$ cat src/rtl/lef_pkg.sv
// Shared definitions for the local extrema finder: default sizes, register
// indexes, reset values and the hit flags carried with each queued result.
// No dependencies.
package lef_pkg;

    localparam int LEF_MAX_WIDTH  = 1024;
    localparam int LEF_MAX_HEIGHT = 1024;
    localparam int LEF_PIXEL_BITS = 8;

    // Depth of the queue between classification and result delivery.
    localparam int LEF_QUEUE_DEPTH = 4;

    // APB byte address bits; registers sit on 32-bit word boundaries.
    localparam int LEF_ADDR_BITS = 5;
    localparam int LEF_DATA_BITS = 32;

    localparam int LEF_RANGE_HIGH_RESET  = 255;
    localparam int LEF_IMAGE_WIDTH_RESET = 640;
    localparam int LEF_IMAGE_HEIGHT_RESET = 480;

    typedef enum logic [2:0] {
        REG_FIND_MINIMA  = 3'd0,
        REG_RANGE_LOW    = 3'd1,
        REG_RANGE_HIGH   = 3'd2,
        REG_IMAGE_WIDTH  = 3'd3,
        REG_IMAGE_HEIGHT = 3'd4
    } lef_reg_t;

    // Which of the two row scans produced a result for a pixel.
    typedef struct packed {
        logic delayed_hit;
        logic last_row_hit;
    } lef_hits_t;

endpackage

$ cat src/rtl/lef_back.sv
// Back end: takes queued per-pixel results and delivers them one per beat.
// Depends on lef_pkg for the hit flags layout.
module lef_back #(
    parameter int CW = 10,
    parameter int RW = 10,
    localparam int QW = 2 + 2 * (CW + RW)
) (
    input  logic          aclk,
    input  logic          aresetn,
    input  logic [QW-1:0] q_rd_data,
    input  logic          q_empty,
    output logic          q_pop,
    output logic          m_valid,
    input  logic          m_ready,
    output logic [CW-1:0] m_column,
    output logic [RW-1:0] m_row,
    output logic          m_last
);

    import lef_pkg::*;

    logic          ent_valid_reg, ent_valid_next;
    logic [QW-1:0] ent_reg;
    logic          second_reg, second_next;
    lef_hits_t     hits;
    logic [CW-1:0] col_d, col_l;
    logic [RW-1:0] row_d, row_l;
    logic          sel_d, out_beat, done;

    assign {hits, col_d, row_d, col_l, row_l} = ent_reg;

    // The delayed-row result goes first when a pixel has both.
    assign sel_d    = !second_reg && hits.delayed_hit;
    assign m_valid  = ent_valid_reg;
    assign m_column = sel_d ? col_d : col_l;
    assign m_row    = sel_d ? row_d : row_l;
    assign m_last   = sel_d ? !hits.last_row_hit : 1'b1;

    assign out_beat = m_valid && m_ready;
    assign done     = out_beat && m_last;
    assign q_pop    = !q_empty && (!ent_valid_reg || done);

    always_comb begin
        ent_valid_next = ent_valid_reg;
        second_next    = second_reg;
        if (q_pop) begin
            ent_valid_next = 1'b1;
            second_next    = 1'b0;
        end else if (done) begin
            ent_valid_next = 1'b0;
            second_next    = 1'b0;
        end else if (out_beat) begin
            second_next = 1'b1;
        end
    end

    always_ff @(posedge aclk) begin
        if (!aresetn) begin
            ent_valid_reg <= 1'b0;
            second_reg    <= 1'b0;
        end else begin
            ent_valid_reg <= ent_valid_next;
            second_reg    <= second_next;
        end
    end

    always_ff @(posedge aclk) begin
        if (q_pop) begin
            ent_reg <= q_rd_data;
        end
    end

`ifndef ASSERT_OFF
    a_second_only_for_pairs : assert property (@(posedge aclk) disable iff (!aresetn)
        second_reg |-> (ent_valid_reg && hits.delayed_hit && hits.last_row_hit))
        else $error("second result phase without a pair of results");
`endif

endmodule

$ cat config.mk
export PLATFORM = sky130hd
export DESIGN_NAME = lef_back
export DESIGN_NICKNAME = d
export VERILOG_FILES = /design/src/rtl/lef_pkg.sv /design/src/rtl/lef_back.sv
export SDC_FILE = /design/constraint.sdc
export NUM_CORES = 1
export LEC_CHECK = 0
export BUFFER_PORTS_ARGS = -buffer_cell sky130_fd_sc_hd__buf_2
export CAP_MARGIN = 20
export CORE_MARGIN = 2
export CORE_UTILIZATION = 47
export CTS_CLUSTER_DIAMETER = 100
export CTS_CLUSTER_SIZE = 20
export DETAILED_ROUTE_END_ITERATION = 8
export PLACE_DENSITY = 0.77
export SYNTH_ARGS = -nofsm -noshare
export SYNTH_HDL_FRONTEND = slang
export SYNTH_SLANG_ARGS = --single-unit
$ cat constraint.sdc
create_clock -name aclk -period 3.95 [get_ports aclk]
set_input_delay 0.395 -clock aclk [delete_from_list [all_inputs] [get_ports aclk]]
set_output_delay 0.395 -clock aclk [all_outputs]
set_load 0.005 [all_outputs]
==> impl.org <==
** Critical path
- The number of buffers and inverters on the critical path is 1.
- Worst path max stage delay :: 0.58 ns
- The critical path starts at ent_reg[41]$_DFFE_PP_.
- RR Endpoint :: ent_reg[38]$_DFFE_PP_
- Of all nets on the critical path, the largest fanout is 22.
- The signal on the critical path passes through nand3b_1 -> nand2_1 -> a21oi_4 -> buf_2.
- Worst Setup EP :: q_pop
- CP required :: 3.56 ns
- The worst setup path is launched from a flop.
- Data arrival, critical path :: 1.94 ns
- R2r setup slk :: roughly 1.9 ns
- Counting buffers and inverters, the worst setup path is 4 cells deep.
- Broken down by cell family, the worst path's largest delay share belongs to compound AO/OA/AOI/OAI gates.
- Cells on worst reg2reg path :: 4
- STA classifies the critical path endpoint as a primary output.
- Critical path class :: flop to primary output
- Reg-to-reg startpoint :: ent_reg[41]$_DFFE_PP_
- The slowest stage of the critical path belongs to the cell sky130_fd_sc_hd__a21oi_4.

** STA
- Final period utilization :: between 50% and 60%
- Maximum clock rate :: 428 MHz
- Once routing completed, OpenROAD measured the worst setup slack at roughly 1.6 ns.
- The worst pin sits at a relative slew slack of a little under three fifths.
- Number of hold violations in the final report :: 0
- The final max-slew violation count came to 0.
- Setup violations remaining at the end of the flow were counted as 0.
- Slew of the pin with the lowest slew margin :: around 0.67 ns
- RSZ-0062 raised after global routing :: no
- Final sum of negative setup slack :: 0 ns
- For the final database, setup skew stands at between 0.008 and 0.009 ns.
- Shortest period the worst path allows :: 2.33 ns
- The tightest hold path in the finished design has a slack of between 0.2 and 0.25 ns.

** Clocking
- Post-CTS repair timing setup buffer count :: 0
- For the worst-skew pair, the clock arrives at the later sink with an insertion delay of 0.35 ns.
- For this design, the CTS-stage hold fixing added 0 buffers.
- Cell at the root of the clock tree :: sky130_fd_sc_hd__clkbuf_4
- CTS tree :: done
- Worst-case clock buffer depth :: 2
- CTS-repair resized insts :: 0
- Clock transition at the registers of the reported paths :: roughly 0.12 ns
- Num Clock Sinks :: 44
- In this run, CTS created clock tree buffers numbering 5.
- H-tree lvl count :: 2

** GRT
- Entering global routing, the biggest net connects 23 pins.
- GR Overflow Total :: 0
- The initial antenna violation count is 0.
- In the global route stage, overall resource usage came out at between 10% and 20%.
- The first global-routing pass estimated roughly 4300 um of wire.
- Vias in the first global route :: around 960

** Routing
- Routed length per placed instance :: roughly 14 um
- The first detailed-routing pass ran for 3 iterations.
- For this block, the initial DRC count from the detailed router was 12.
- After detailed routing, the number of vias per cell comes to between 4 and 5.
- The count of nets left with antenna violations once routing finished came out at 0.
- Summed over all layers, the routed wires come to approximately 2800 um.
- After detailed routing, the number of remaining DRC violations is 0.
- Summing over every cut layer, the via total after detailed routing is 914.

** Cells and area
- The register with the most flip-flops in the layout has 42 of them.
- Final core utilization :: 63.3%
- The layout has approximately 260 filler cells.
- From synthesis to final layout, the design area changed by 26.6%.
- Final nets :: ~200
- Share of post-route cells with drive strength above 1 :: 65.8%
- The repair_antennas step left the layout with diodes totalling 0.

** Placement
- At the end of routability-driven placement, the weighted congestion stood at between 0.6 and 0.7.
- DP HPWL :: 2100 um
- At the placement stage, the worst setup path has a slack of roughly 1.9 ns.
- Input/output buffers :: 68

** Power and ir drop
- Peak VDD IR :: about 260 uV
- Total power for the finished layout comes to between 0.8 and 0.9 mW.
- In this run the static leakage power is between 0.9 and 1 nW.
- In this run the power density over the cells is 402 mW/mm2.

** Floorplanning
- Num ports :: 69
- Placeable core region :: 0.00339 mm2
- Once the floorplan was initialized, standard cells occupied approximately 50% of the core.
- Area enclosed by the die boundary :: between 0.004 and 0.005 mm2
- Height of the die :: between 60 and 70 um
- The floorplan has 21 rows.
- Chip width :: between 60 and 70 um

** Synth
- Share of the synthesized area in the top cell type :: approximately 74%
- Number of synthesis warnings :: 0
- Number of distinct library cells after synthesis :: 14
- Post-synthesis sequential area ratio :: ~77%
- Cells taking the most area after synthesis :: sky130_fd_sc_hd__edfxtp_1, sky130_fd_sc_hd__mux2_4, sky130_fd_sc_hd__dfxtp_1
- Library cell with the largest summed area after synthesis :: sky130_fd_sc_hd__edfxtp_1
- The synthesized netlist occupies a cell area of 0.00170 mm2.
- The number of nets handed over by synthesis was roughly 120.
- Instance count of the mapped netlist :: 77
- The average instance in the mapped netlist occupies between 20 and 25 um2.
- After synthesis the netlist holds a flip-flop and latch count of 44.

** Worst hold path
- Class of the tightest hold or removal check :: input pin to flop

** Status
- The flow ran to the end, and the final reports show no timing, DRC or antenna violations.

** Job
- Max Cap Violations :: 0
## layer usage
metal	vias up	track usage [%]	routed length (um)
met5	-	0	0
met4	0	7.34	51
met3	6	5.28	150
met2	32	26.3	1610
met1	428	14.8	1000
li1	448	-	-
## how the worst min path moves through the flow
stage / from / to / slack [ns] / cells past startpoint
final: q_rd_data[31] / ent_reg[31]$_DFFE_PP_ / 0.21 / 1
after global routing: q_rd_data[39] / ent_reg[39]$_DFFE_PP_ / 0.17 / 1
after CTS: q_rd_data[32] / ent_reg[32]$_DFFE_PP_ / 0.19 / 1
after detailed placement: second_reg$_SDFFE_PP0P_ / second_reg$_SDFFE_PP0P_ / 0.52 / 2
after global placement: second_reg$_SDFFE_PP0P_ / second_reg$_SDFFE_PP0P_ / 0.46 / 2
after floorplan: second_reg$_SDFFE_PP0P_ / second_reg$_SDFFE_PP0P_ / 0.45 / 2
## layout by cell type (no fill, tap or decap), types with 2 or more instances in the layout
master	count
sky130_fd_sc_hd__clkinv_2	2
sky130_fd_sc_hd__dfxtp_1	2
sky130_fd_sc_hd__mux2_4	20
sky130_fd_sc_hd__buf_2	68
sky130_fd_sc_hd__edfxtp_1	42
sky130_fd_sc_hd__nand2_1	2
sky130_fd_sc_hd__clkbuf_4	5
## worst register-to-register path: cells and delay by family, from the launching register on
family | cells | cell delay (ns)
simple gates | 2 | 0.34
compound gates | 1 | 0.58
flops | 1 | 0.45
buf+inv | 1 | 0.41
## kinds of logic after synthesis
logic type	after synthesis	share of synthesized area, %
flip-flops	44	76.8
AO/OA/AOI/OAI	4	1.33
buffers and inverters	3	1.55
multiplexers	21	18.4
AND/OR/NAND/NOR	5	1.99
## cell type report
cell class / instances / area [um2] / share of cell area (%)
Clock buffer: 5 / 37.5 / 1.75
Clock inverter: 3 / 18.8 / 0.875
Inverter: 1 / 3.75 / 0.175
Multi-Input combinational cell: 30 / 379 / 17.7
Sequential cell: 44 / 1300 / 60.6
Tap cell: 46 / 57.6 / 2.68
Timing Repair Buffer: 69 / 348 / 16.2
## stage by stage
stage	cell area, um2	cells
floorplan	1700	77
global placement	2090	190
detailed placement	2090	190
CTS	2150	198
global route	2150	198
finish	2150	198
## cells in the mapped netlist
| cell | number |
|---|---|
| sky130_fd_sc_hd__dfxtp_1 | 2 |
| sky130_fd_sc_hd__edfxtp_1 | 42 |
| sky130_fd_sc_hd__buf_6 | 2 |
| sky130_fd_sc_hd__a21oi_1 | 1 |
| sky130_fd_sc_hd__mux2_2 | 1 |
| sky130_fd_sc_hd__nand3_1 | 1 |
| sky130_fd_sc_hd__a31oi_1 | 1 |
| sky130_fd_sc_hd__o21ai_0 | 1 |
| sky130_fd_sc_hd__o22ai_1 | 1 |
| sky130_fd_sc_hd__mux2_4 | 20 |
| sky130_fd_sc_hd__nand2_1 | 2 |
| sky130_fd_sc_hd__nand2b_4 | 1 |
| sky130_fd_sc_hd__nand3b_1 | 1 |
| sky130_fd_sc_hd__inv_1 | 1 |
## report_power, final
| group | internal, mW | switching [mW] |
|---|---|---|
| registers | 0.545 | 0.00891 |
| logic | 0.0617 | 0.0426 |
| clock network | 0.0684 | 0.136 |
No activity file was read; power rests on OpenSTA's default activity.
