`src/rtl/lef_queue.sv`:
```
// Small first-in first-out queue in flip-flops between the front and back ends.
// No dependencies.
module lef_queue #(
    parameter int WIDTH = 8,
    parameter int DEPTH = 4,
    localparam int PTRW = (DEPTH > 1) ? $clog2(DEPTH) : 1,
    localparam int CNTW = $clog2(DEPTH + 1)
) (
    input  logic             aclk,
    input  logic             aresetn,
    input  logic             push,
    input  logic [WIDTH-1:0] wr_data,
    output logic             full,
    input  logic             pop,
    output logic [WIDTH-1:0] rd_data,
    output logic             empty
);

    logic [WIDTH-1:0] slot_reg [DEPTH];
    logic [PTRW-1:0]  wr_ptr_reg, wr_ptr_next;
    logic [PTRW-1:0]  rd_ptr_reg, rd_ptr_next;
    logic [CNTW-1:0]  count_reg, count_next;

    assign full    = (count_reg == CNTW'(DEPTH));
    assign empty   = (count_reg == '0);
    assign rd_data = slot_reg[rd_ptr_reg];

    always_comb begin
        wr_ptr_next = wr_ptr_reg;
        rd_ptr_next = rd_ptr_reg;
        count_next  = count_reg;
        if (push) begin
            wr_ptr_next = (wr_ptr_reg == PTRW'(DEPTH - 1)) ? '0 : wr_ptr_reg + PTRW'(1);
        end
        if (pop) begin
            rd_ptr_next = (rd_ptr_reg == PTRW'(DEPTH - 1)) ? '0 : rd_ptr_reg + PTRW'(1);
        end
        if (push && !pop) begin
            count_next = count_reg + CNTW'(1);
        end else if (pop && !push) begin
            count_next = count_reg - CNTW'(1);
        end
    end

    always_ff @(posedge aclk) begin
        if (!aresetn) begin
            wr_ptr_reg <= '0;
            rd_ptr_reg <= '0;
            count_reg  <= '0;
        end else begin
            wr_ptr_reg <= wr_ptr_next;
            rd_ptr_reg <= rd_ptr_next;
            count_reg  <= count_next;
        end
    end

    always_ff @(posedge aclk) begin
        if (push) begin
            slot_reg[wr_ptr_reg] <= wr_data;
        end
    end

`ifndef ASSERT_OFF
    a_no_push_when_full : assert property (@(posedge aclk) disable iff (!aresetn)
        push |-> !full)
        else $error("queue pushed while full");

    a_count_tracks : assert property (@(posedge aclk) disable iff (!aresetn)
        (push && !pop) |=> (count_reg == $past(count_reg) + CNTW'(1)))
        else $error("queue count did not grow on a lone push");
`endif

endmodule

```
`config.mk`:
```
export PLATFORM = sky130hd
export DESIGN_NAME = lef_queue
export DESIGN_NICKNAME = d
export VERILOG_FILES = /design/src/rtl/lef_queue.sv
export SDC_FILE = /design/constraint.sdc
export NUM_CORES = 1
export LEC_CHECK = 0
export BUFFER_PORTS_ARGS = -buffer_cell sky130_fd_sc_hd__buf_2
export CAP_MARGIN = 20
export CORE_ASPECT_RATIO = 0.75
export CORE_MARGIN = 3
export CORE_UTILIZATION = 30
export CTS_BUF_LIST = sky130_fd_sc_hd__clkbuf_16
export DETAILED_ROUTE_END_ITERATION = 7
export GPL_TIMING_DRIVEN = 0
export SETUP_SLACK_MARGIN = 0.4
export SKIP_CTS_REPAIR_TIMING = 1
export SYNTH_ARGS = -nofsm -noshare
export SYNTH_HDL_FRONTEND = slang
export SYNTH_SLANG_ARGS = --single-unit
```
`constraint.sdc`:
```
create_clock -name aclk -period 1.55 [get_ports aclk]
set_input_delay 0 -clock aclk [delete_from_list [all_inputs] [get_ports aclk]]
set_output_delay 0 -clock aclk [all_outputs]
set_load 0.005 [all_outputs]
```
==> out/metrics.csv, run 1 <==
stage,metric,value,unit
status,status,completed,
synth,synth-simple-area-share,5.58,%
global_route,grt-ovfl-total,0,
cells_and_area,final_cell_mix,"edfxtp_1 (32), buf_2 (20), mux4_2 (8), dlygate4sd3_1 (8)",
floorplan,initial_core_util,32.1,%
sta,fin_ws,0.152,ns
synth,synth_warnings,0,
cells_and_area,drive_above_1_share,38.2,%
sta,rsz0062_at_grt,true,
sta,skew,0.00388,ns
cells_and_area,final_common_cell,edfxtp_1,
cells_and_area,largest_reg_flops,32,
sta,fin_crit_sh,90.2,%
sta,fmax,0.715,GHz
drt,drtPass1Iterations,4,
placement,dpl.hpwl,1.94,mm
placement,dp_slack,0.0368,ns
synth,synth_compound_area_share,1.24,%
sta,hold_viol_final,0,
clock_tree,cts-root-buf,clkbuf_16,
setup_path,cp_slowest_cell,mux4_2,
power,p_clk_share,37.8,%
power,finalPower,2.54,mW
synth,syn-instance-count,86,
floorplan,core_region_area,5040,µm²
drt,postRouteAntennaNets,0,
setup_path,critical_path_class,flip-flop to output port,
synth,synth_mux_area_share,13.6,%
placement,place_congestion,0.622,
clock_tree,cts-htree-levels,2,
setup_path,worst_setup_path_start_kind,flip-flop,
setup_path,reg2reg_to,count_reg[2],
clock_tree,cts_tree,yes,
power,p_seq_share,50.8,%
sta,slew_viol_final,0,
floorplan,row_count,22,
sta,period_needed,1.40,ns
sta,tightest_slew,0.240,ns
setup_path,crit_end,rd_data[4],
setup_path,reg2reg_slack,0.19,ns
floorplan,die_w,90.7,µm
power,p_per_area,1230,nW/µm²
synth,synth_cell_types,20,
placement,placedCellCount,179,
global_route,grt.total_usage,9.90,%
clock_tree,path_clk_slew,0.05,ns
clock_tree,cts_buffers,5,
power,peakVddDrop,0.000463,V
drt,wl_per_cell,14.4,µm
sta,slew_headroom,84.0,%
synth,ys_seq_elements,41,
cells_and_area,post-route-cell-area,2060,µm²
clock_tree,insertion_delay,0.28,ns
clock_tree,cts.sinks,41,
floorplan,ioPinCount,22,
setup_path,r2r_cells,4,
setup_path,critPathRequiredTime,1.55,ns
setup_path,critPathMaxStageDelay,0.50,ns
global_route,grt_pass1_vias,874,
clock_tree,clk_path_buf_depth,2,
setup_path,path_cells,buf_12 -> mux4_2 -> buf_2,
cells_and_area,antenna_cells,0,
synth,synthXorXnorAreaFrac,1.08,%
cells_and_area,area_delta_synth_final,27.7,%
cells_and_area,utilization,40.9,%
global_route,grt_max_degree,13,
sta,setup_viol,0,
drt,wirelength,2.80,mm
hold_path,hold_path.class,input port to flip-flop,
placement,dpl_cell_area,1820,µm²
synth,syn_nets,105,
cells_and_area,stdcell_count,195,
global_route,grt_pass1_wl,4.37,mm
setup_path,cp-end-kind,output port,
drt,drt_iter0_markers,49,
drt,dr_total_vias,828,
synth,syn_area_per_cell,18.8,µm²
cells_and_area,fin_nets,141,
floorplan,die_y,69.5,µm
sta,holdWs,0.0272,ns
synth,netlist_area,1620,µm²
drt,drc,0,
power,p_comb_share,11.4,%
cells_and_area,fill_cells,485,
drt,avgViaCountPerCell,4.25,
setup_path,path_max_fanout,8,
power,p_int,2.00,mW
placement,portBuffers,21,
flow_run,maxCapViolations,0,
synth,synth_fa_ha_area_share,5.89,%
floorplan,die_area,6310,µm²
sta,tns,0,ns
power,p_sw_share,21.2,%
synth,synth_top_family_by_area,multiplexers,
setup_path,reg2reg_from,count_reg[1],
setup_path,cp.arrival,1.40,ns
power,p_leak,0.764,nW
synth,ys_seq_area_share,70.6,%
global_route,antenna_found_initial,0,
power,p_switching,0.538,mW
==> synth_stat cells <==
library cell / number / area, µm²
xor2_1: 1 / 8.76
nor2_1: 1 / 3.75
xnor2_1: 1 / 8.76
a21boi_1: 1 / 7.51
and2_1: 5 / 31.3
or3_1: 1 / 6.26
nor2b_1: 5 / 31.3
mux2i_1: 4 / 40.0
ha_1: 6 / 75.1
mux4_2: 8 / 180
o21a_1: 1 / 7.51
dfxtp_1: 9 / 180
inv_1: 4 / 15.0
clkbuf_2: 1 / 5.00
nor3_1: 2 / 10.0
fa_1: 1 / 20.0
o21ai_0: 1 / 5.00
nor3b_1: 1 / 7.51
edfxtp_1: 32 / 961
buf_6: 1 / 11.3
==> how the worst min path moves through the flow <==
stage / cells after the start / startpoint / slack (ns) / endpoint
after floorplan: 0 / wr_data[0] / 0.1 / slot_reg[0][0]
after global placement: 1 / wr_data[2] / 0.21 / slot_reg[2][2]
after detailed placement: 1 / wr_data[1] / 0.22 / slot_reg[0][1]
after CTS: 1 / wr_data[6] / -0.07 / slot_reg[2][6]
after global routing: 2 / aresetn / 0.01 / flip-flop
final: 2 / aresetn / 0.03 / flip-flop
==> worst max-delay path, delay by kind of cell (launching register included) <==
| kind | cells | cell delay [ns] |
|---|---|---|
| multiplexers | 1 | 0.50 |
| buffers and inverters | 2 | 0.28 |
| flip-flops | 1 | 0.34 |
==> kinds of logic after synthesis <==
family | after synthesis
AO/OA/AOI/OAI | 3
multiplexers | 12
adder cells (fa/ha/maj) | 7
AND/OR/NAND/NOR | 15
XOR/XNOR | 2
flip-flops | 41
buffers and inverters | 6
==> final cells by class <==
type / count / area, µm² / area share (%)
flip-flops and latches: 41 / 1150 / 55.6
inverters: 4 / 15.0 / 0.728
repair buffers: 29 / 191 / 9.28
plain buffers: 2 / 25.0 / 1.21
multi-input cells: 39 / 455 / 22.1
clock inverters: 3 / 12.5 / 0.607
well taps: 72 / 90.1 / 4.37
clock buffers: 5 / 125 / 6.07
==> per-layer routing <==
metal  up-vias  part of all wire, %  GRT usage (%)  routed length, µm
met3         0                  6.0           5.97                168
met5         -                    0              0                  0
met4         0                    0           4.58                  0
met2        18                   51           15.4               1420
li1        399                    -              -                  -
met1       411                   43           10.8               1220
==> power by group through the flow <==
stage	logic, mW	clock network, mW	registers, mW
2_1_floorplan	0.161	0	1.30
3_3_place_gp	0.247	0	1.30
3_5_place_dp	0.267	0	1.31
4_1_cts	0.268	0.993	1.29
5_1_grt	0.321	1.07	1.29
6_report	0.289	0.957	1.29
Note: power is estimated with default switching activity, not from simulation.
==> run 2: changes to the inputs <==
--- a/config.mk
+++ b/config.mk
@@ -13,6 +13,7 @@
 export CTS_BUF_LIST = sky130_fd_sc_hd__clkbuf_16
 export DETAILED_ROUTE_END_ITERATION = 7
 export GPL_TIMING_DRIVEN = 0
+export PLACE_DENSITY = 0.47
 export SETUP_SLACK_MARGIN = 0.4
 export SKIP_CTS_REPAIR_TIMING = 1
 export SYNTH_ARGS = -nofsm -noshare
==> out/metrics.csv, run 2 (same netlist as run 1, synthesis figures left out) <==
stage,metric,value,unit
sta,tightest_slew,0.244,ns
sta,tns,0,ns
sta,setup_viol,0,
flow_run,maxCapViolations,0,
floorplan,ioPinCount,22,
placement,portBuffers,21,
sta,fin_crit_sh,89.8,%
drt,dr_total_vias,822,
cells_and_area,drive_above_1_share,39.0,%
cells_and_area,antenna_cells,0,
drt,avgViaCountPerCell,4.22,
setup_path,worst_setup_path_start_kind,flip-flop,
sta,slew_headroom,83.8,%
floorplan,die_y,69.5,µm
sta,slew_viol_final,0,
cells_and_area,fill_cells,456,
clock_tree,cts.sinks,41,
setup_path,critPathRequiredTime,1.55,ns
placement,place_congestion,0.619,
setup_path,cp.arrival,1.39,ns
drt,postRouteAntennaNets,0,
clock_tree,cts_buffers,5,
clock_tree,insertion_delay,0.28,ns
global_route,grt-ovfl-total,0,
cells_and_area,final_cell_mix,"edfxtp_1 (32), buf_2 (21), mux4_2 (8), dlygate4sd3_1 (8), ha_1 (6)",
hold_path,hold_path.class,input port to flip-flop,
clock_tree,clk_path_buf_depth,2,
global_route,grt_pass1_wl,4.35,mm
placement,dpl.hpwl,1.79,mm
global_route,grt_max_degree,14,
global_route,grt.total_usage,9.35,%
cells_and_area,final_common_cell,edfxtp_1,
setup_path,path_max_fanout,8,
floorplan,die_w,90.7,µm
sta,fmax,0.719,GHz
clock_tree,cts-htree-levels,2,
floorplan,row_count,22,
clock_tree,cts_tree,yes,
drt,drt_iter0_markers,36,
sta,holdWs,0.0228,ns
cells_and_area,largest_reg_flops,32,
floorplan,initial_core_util,32.1,%
status,status,completed,
sta,hold_viol_final,0,
drt,wirelength,2.70,mm
global_route,antenna_found_initial,0,
cells_and_area,fin_nets,141,
global_route,grt_pass1_vias,827,
drt,drtPass1Iterations,2,
power,p_leak,0.764,nW
power,peakVddDrop,0.000504,V
setup_path,cp-end-kind,output port,
sta,skew,0.00413,ns
setup_path,critical_path_class,flip-flop to output port,
drt,wl_per_cell,13.8,µm
clock_tree,cts-root-buf,clkbuf_16,
floorplan,core_region_area,5040,µm²
clock_tree,path_clk_slew,0.06,ns
floorplan,die_area,6310,µm²
drt,drc,0,
sta,period_needed,1.39,ns
cells_and_area,area_delta_synth_final,29.4,%
power,p_per_area,1300,nW/µm²
sta,rsz0062_at_grt,true,
==> run 2: cell count changes in the layout (fill, tap and decap cells not counted) <==
cell,before,now
buf_2,20,21
buf_6,1,0
bufinv_16,0,1
clkinv_1,0,1
clkinv_2,1,0
clkinvlp_4,0,1
dfxtp_2,5,3
dfxtp_4,0,2
inv_1,6,4
==> run 2: metrics by stage <==
step           utilization [%]  cell area, µm²  power, mW  std cells  setup slack, ns
3_3_place_gp              36.0            1820       1.56        179           0.0860
4_1_cts                   39.3            1980       2.72        187           0.0924
6_report                  41.5            2090       2.72        195            0.158
3_5_place_dp              36.0            1820       1.57        179          0.00459
5_1_grt                   41.5            2090       2.84        195            0.102
2_1_floorplan                -            1620       1.46         86            0.273
==> run 2: power by group <==
group,internal (mW),leakage (nW),total [mW],switching [mW]
clock,0.753,0.0775,1.15,0.393
sequential,1.26,0.370,1.29,0.0325
combinational,0.157,0.316,0.281,0.124
total,2.17,0.764,2.72,0.549
==> run 2: metal layers <==
| metal | track usage (%) | vias to the layer above | wire, µm | share of wire (%) |
|---|---|---|---|---|
| met2 | 14.5 | 13 | 1340 | 49 |
| met1 | 11.7 | 403 | 1210 | 45 |
| met3 | 3.58 | 5 | 119 | 4.4 |
| met4 | 4.07 | 0 | 33 | 1.2 |
| met5 | 0 | - | 0 | 0 |
| li1 | - | 401 | - | - |
==> run 2: area by class of cell <==
cell class / instances / area (µm²) / area share (%)
inverters: 4 / 15.0 / 0.719
clock inverters: 3 / 41.3 / 1.98
clock buffers: 5 / 125 / 5.99
repair buffers: 29 / 185 / 8.86
well taps: 72 / 90.1 / 4.31
flip-flops and latches: 41 / 1150 / 55.2
multi-input cells: 39 / 455 / 21.8
plain buffers: 2 / 25.0 / 1.20
==> run 2: path summary, 6_finish.rpt <==
path / startpoint / to / slack [ns] / cells past startpoint
worst max-delay path: flip-flop / rd_data[2] / 0.16 / 3
worst min-delay path: aresetn / flip-flop / 0.02 / 2
worst max register to register: count_reg[1] / count_reg[2] / 0.18 / 4
worst min register to register: count_reg[2] / count_reg[2] / 0.51 / 2
==> run 2: worst max-delay path, stage by stage (launching register included) <==
cell and delay [ns]:
dfxtp_2 0.34, buf_12 0.14, mux4_2 0.50, buf_2 0.14
==> run 3: changes to the inputs <==
--- a/config.mk
+++ b/config.mk
@@ -14,6 +14,7 @@
 export DETAILED_ROUTE_END_ITERATION = 7
 export GPL_TIMING_DRIVEN = 0
 export PLACE_DENSITY = 0.47
+export REMOVE_ABC_BUFFERS = 1
 export SETUP_SLACK_MARGIN = 0.4
 export SKIP_CTS_REPAIR_TIMING = 1
 export SYNTH_ARGS = -nofsm -noshare
==> out/metrics.csv, run 3 (same netlist as run 1, synthesis figures left out) <==
stage,metric,value,unit
cells_and_area,drive_above_1_share,39.3,%
global_route,grt_pass1_wl,4.28,mm
setup_path,path_max_fanout,8,
clock_tree,cts-root-buf,clkbuf_16,
placement,portBuffers,21,
setup_path,critPathMaxStageDelay,0.54,ns
floorplan,initial_core_util,32.1,%
floorplan,row_count,22,
sta,tns,0,ns
setup_path,path_cells,mux4_2 -> buf_2,
sta,rsz0062_at_grt,true,
floorplan,die_w,90.7,µm
drt,avgViaCountPerCell,4.19,
drt,drt_iter0_markers,31,
sta,period_needed,1.41,ns
floorplan,die_y,69.5,µm
setup_path,worst_setup_path_start_kind,flip-flop,
cells_and_area,area_delta_synth_final,28.3,%
cells_and_area,antenna_cells,0,
setup_path,critical_path_class,flip-flop to output port,
floorplan,die_area,6310,µm²
drt,drc,0,
cells_and_area,fin_nets,140,
clock_tree,cts-htree-levels,2,
sta,slew_viol_final,0,
sta,holdWs,0.0218,ns
clock_tree,insertion_delay,0.28,ns
power,p_clk_share,42.0,%
placement,dpl_cell_area,1790,µm²
hold_path,hold_path.class,input port to flip-flop,
power,p_per_area,1300,nW/µm²
clock_tree,cts_buffers,5,
drt,drtPass1Iterations,4,
setup_path,crit_family,multiplexers,
cells_and_area,largest_reg_flops,32,
clock_tree,cts_tree,yes,
setup_path,cp.arrival,1.41,ns
clock_tree,cts.sinks,41,
sta,slew_headroom,84.8,%
cells_and_area,final_common_cell,edfxtp_1,
status,status,completed,
cells_and_area,post-route-cell-area,2070,µm²
setup_path,critPathRequiredTime,1.55,ns
drt,wl_per_cell,13.7,µm
sta,fin_crit_sh,91.0,%
power,p_sw_share,20.1,%
global_route,grt-ovfl-total,0,
drt,wirelength,2.66,mm
sta,fmax,0.709,GHz
setup_path,cp_slowest_cell,mux4_2,
flow_run,maxCapViolations,0,
global_route,antenna_found_initial,0,
power,p_seq_share,48.3,%
power,peakVddDrop,0.000558,V
global_route,grt_max_degree,13,
cells_and_area,final_cell_mix,"edfxtp_1 (32), buf_2 (21), mux4_2 (8), dlygate4sd3_1 (8), ha_1 (6)",
drt,dr_total_vias,812,
floorplan,core_region_area,5040,µm²
sta,skew,0.00238,ns
sta,hold_viol_final,0,
sta,tightest_slew,0.227,ns
placement,dpl.hpwl,1.78,mm
setup_path,cp-end-kind,output port,
power,p_switching,0.541,mW
power,p_leak,0.762,nW
cells_and_area,utilization,41.1,%
power,p_int,2.16,mW
power,p_comb_share,9.7,%
global_route,grt_pass1_vias,817,
clock_tree,path_clk_slew,0.06,ns
setup_path,critical_path_buf_inv_count,1,
floorplan,ioPinCount,22,
clock_tree,clk_path_buf_depth,2,
sta,setup_viol,0,
drt,postRouteAntennaNets,0,
global_route,grt.total_usage,9.40,%
placement,place_congestion,0.609,
[run 3: cell types whose count changed in the layout (fill, tap and decap cells not counted), sizes merged]
cell,before,now
inv,4,5
clkbuf,6,5
clkinvlp,1,0
[run 3: area by class of cell]
| class | instances | area [µm²] |
|---|---|---|
| fillers | 454 | 2970 |
| flip-flops and latches | 41 | 1160 |
| well taps | 72 | 90.1 |
| clock inverters | 3 | 37.5 |
| clock buffers | 5 | 125 |
| inverters | 4 | 15.0 |
| repair buffers | 30 | 193 |
| multi-input cells | 39 | 455 |
[run 3: metal layers]
metal | vias to the layer above | part of all wire, % | global-route usage [%]
met5 | - | 0 | 0
met4 | 0 | 1.9 | 5.09
met3 | 5 | 5.9 | 3.47
met2 | 19 | 47 | 13.3
met1 | 393 | 45 | 12.5
li1 | 395 | - | -
[run 3: path summary, 6_finish.rpt]
| path | start | to | slack [ns] | cells after the start |
|---|---|---|---|---|
| hold reg to reg | count_reg[2] | count_reg[2] | 0.51 | 2 |
| setup / recovery | flip-flop | rd_data[1] | 0.14 | 2 |
| hold / removal | aresetn | flip-flop | 0.02 | 2 |
| setup reg to reg | count_reg[1] | count_reg[2] | 0.21 | 4 |
[run 3: power by group through the flow]
stage	registers, mW	logic (mW)	clock network [mW]
2_1_floorplan	1.31	0.144	0
3_3_place_gp	1.32	0.227	0
5_1_grt	1.31	0.299	1.22
3_5_place_dp	1.32	0.235	0
6_report	1.30	0.262	1.13
4_1_cts	1.30	0.236	1.16
[run 3: per-stage QoR]
step / setup WS [ns] / cells / power [mW]
detailed placement: 0.0450 / 177 / 1.56
global route: 0.0662 / 194 / 2.83
floorplan: 0.157 / 84 / 1.45
finish: 0.140 / 194 / 2.70
CTS: -0.203 / 185 / 2.70
global placement: 0.0872 / 177 / 1.55
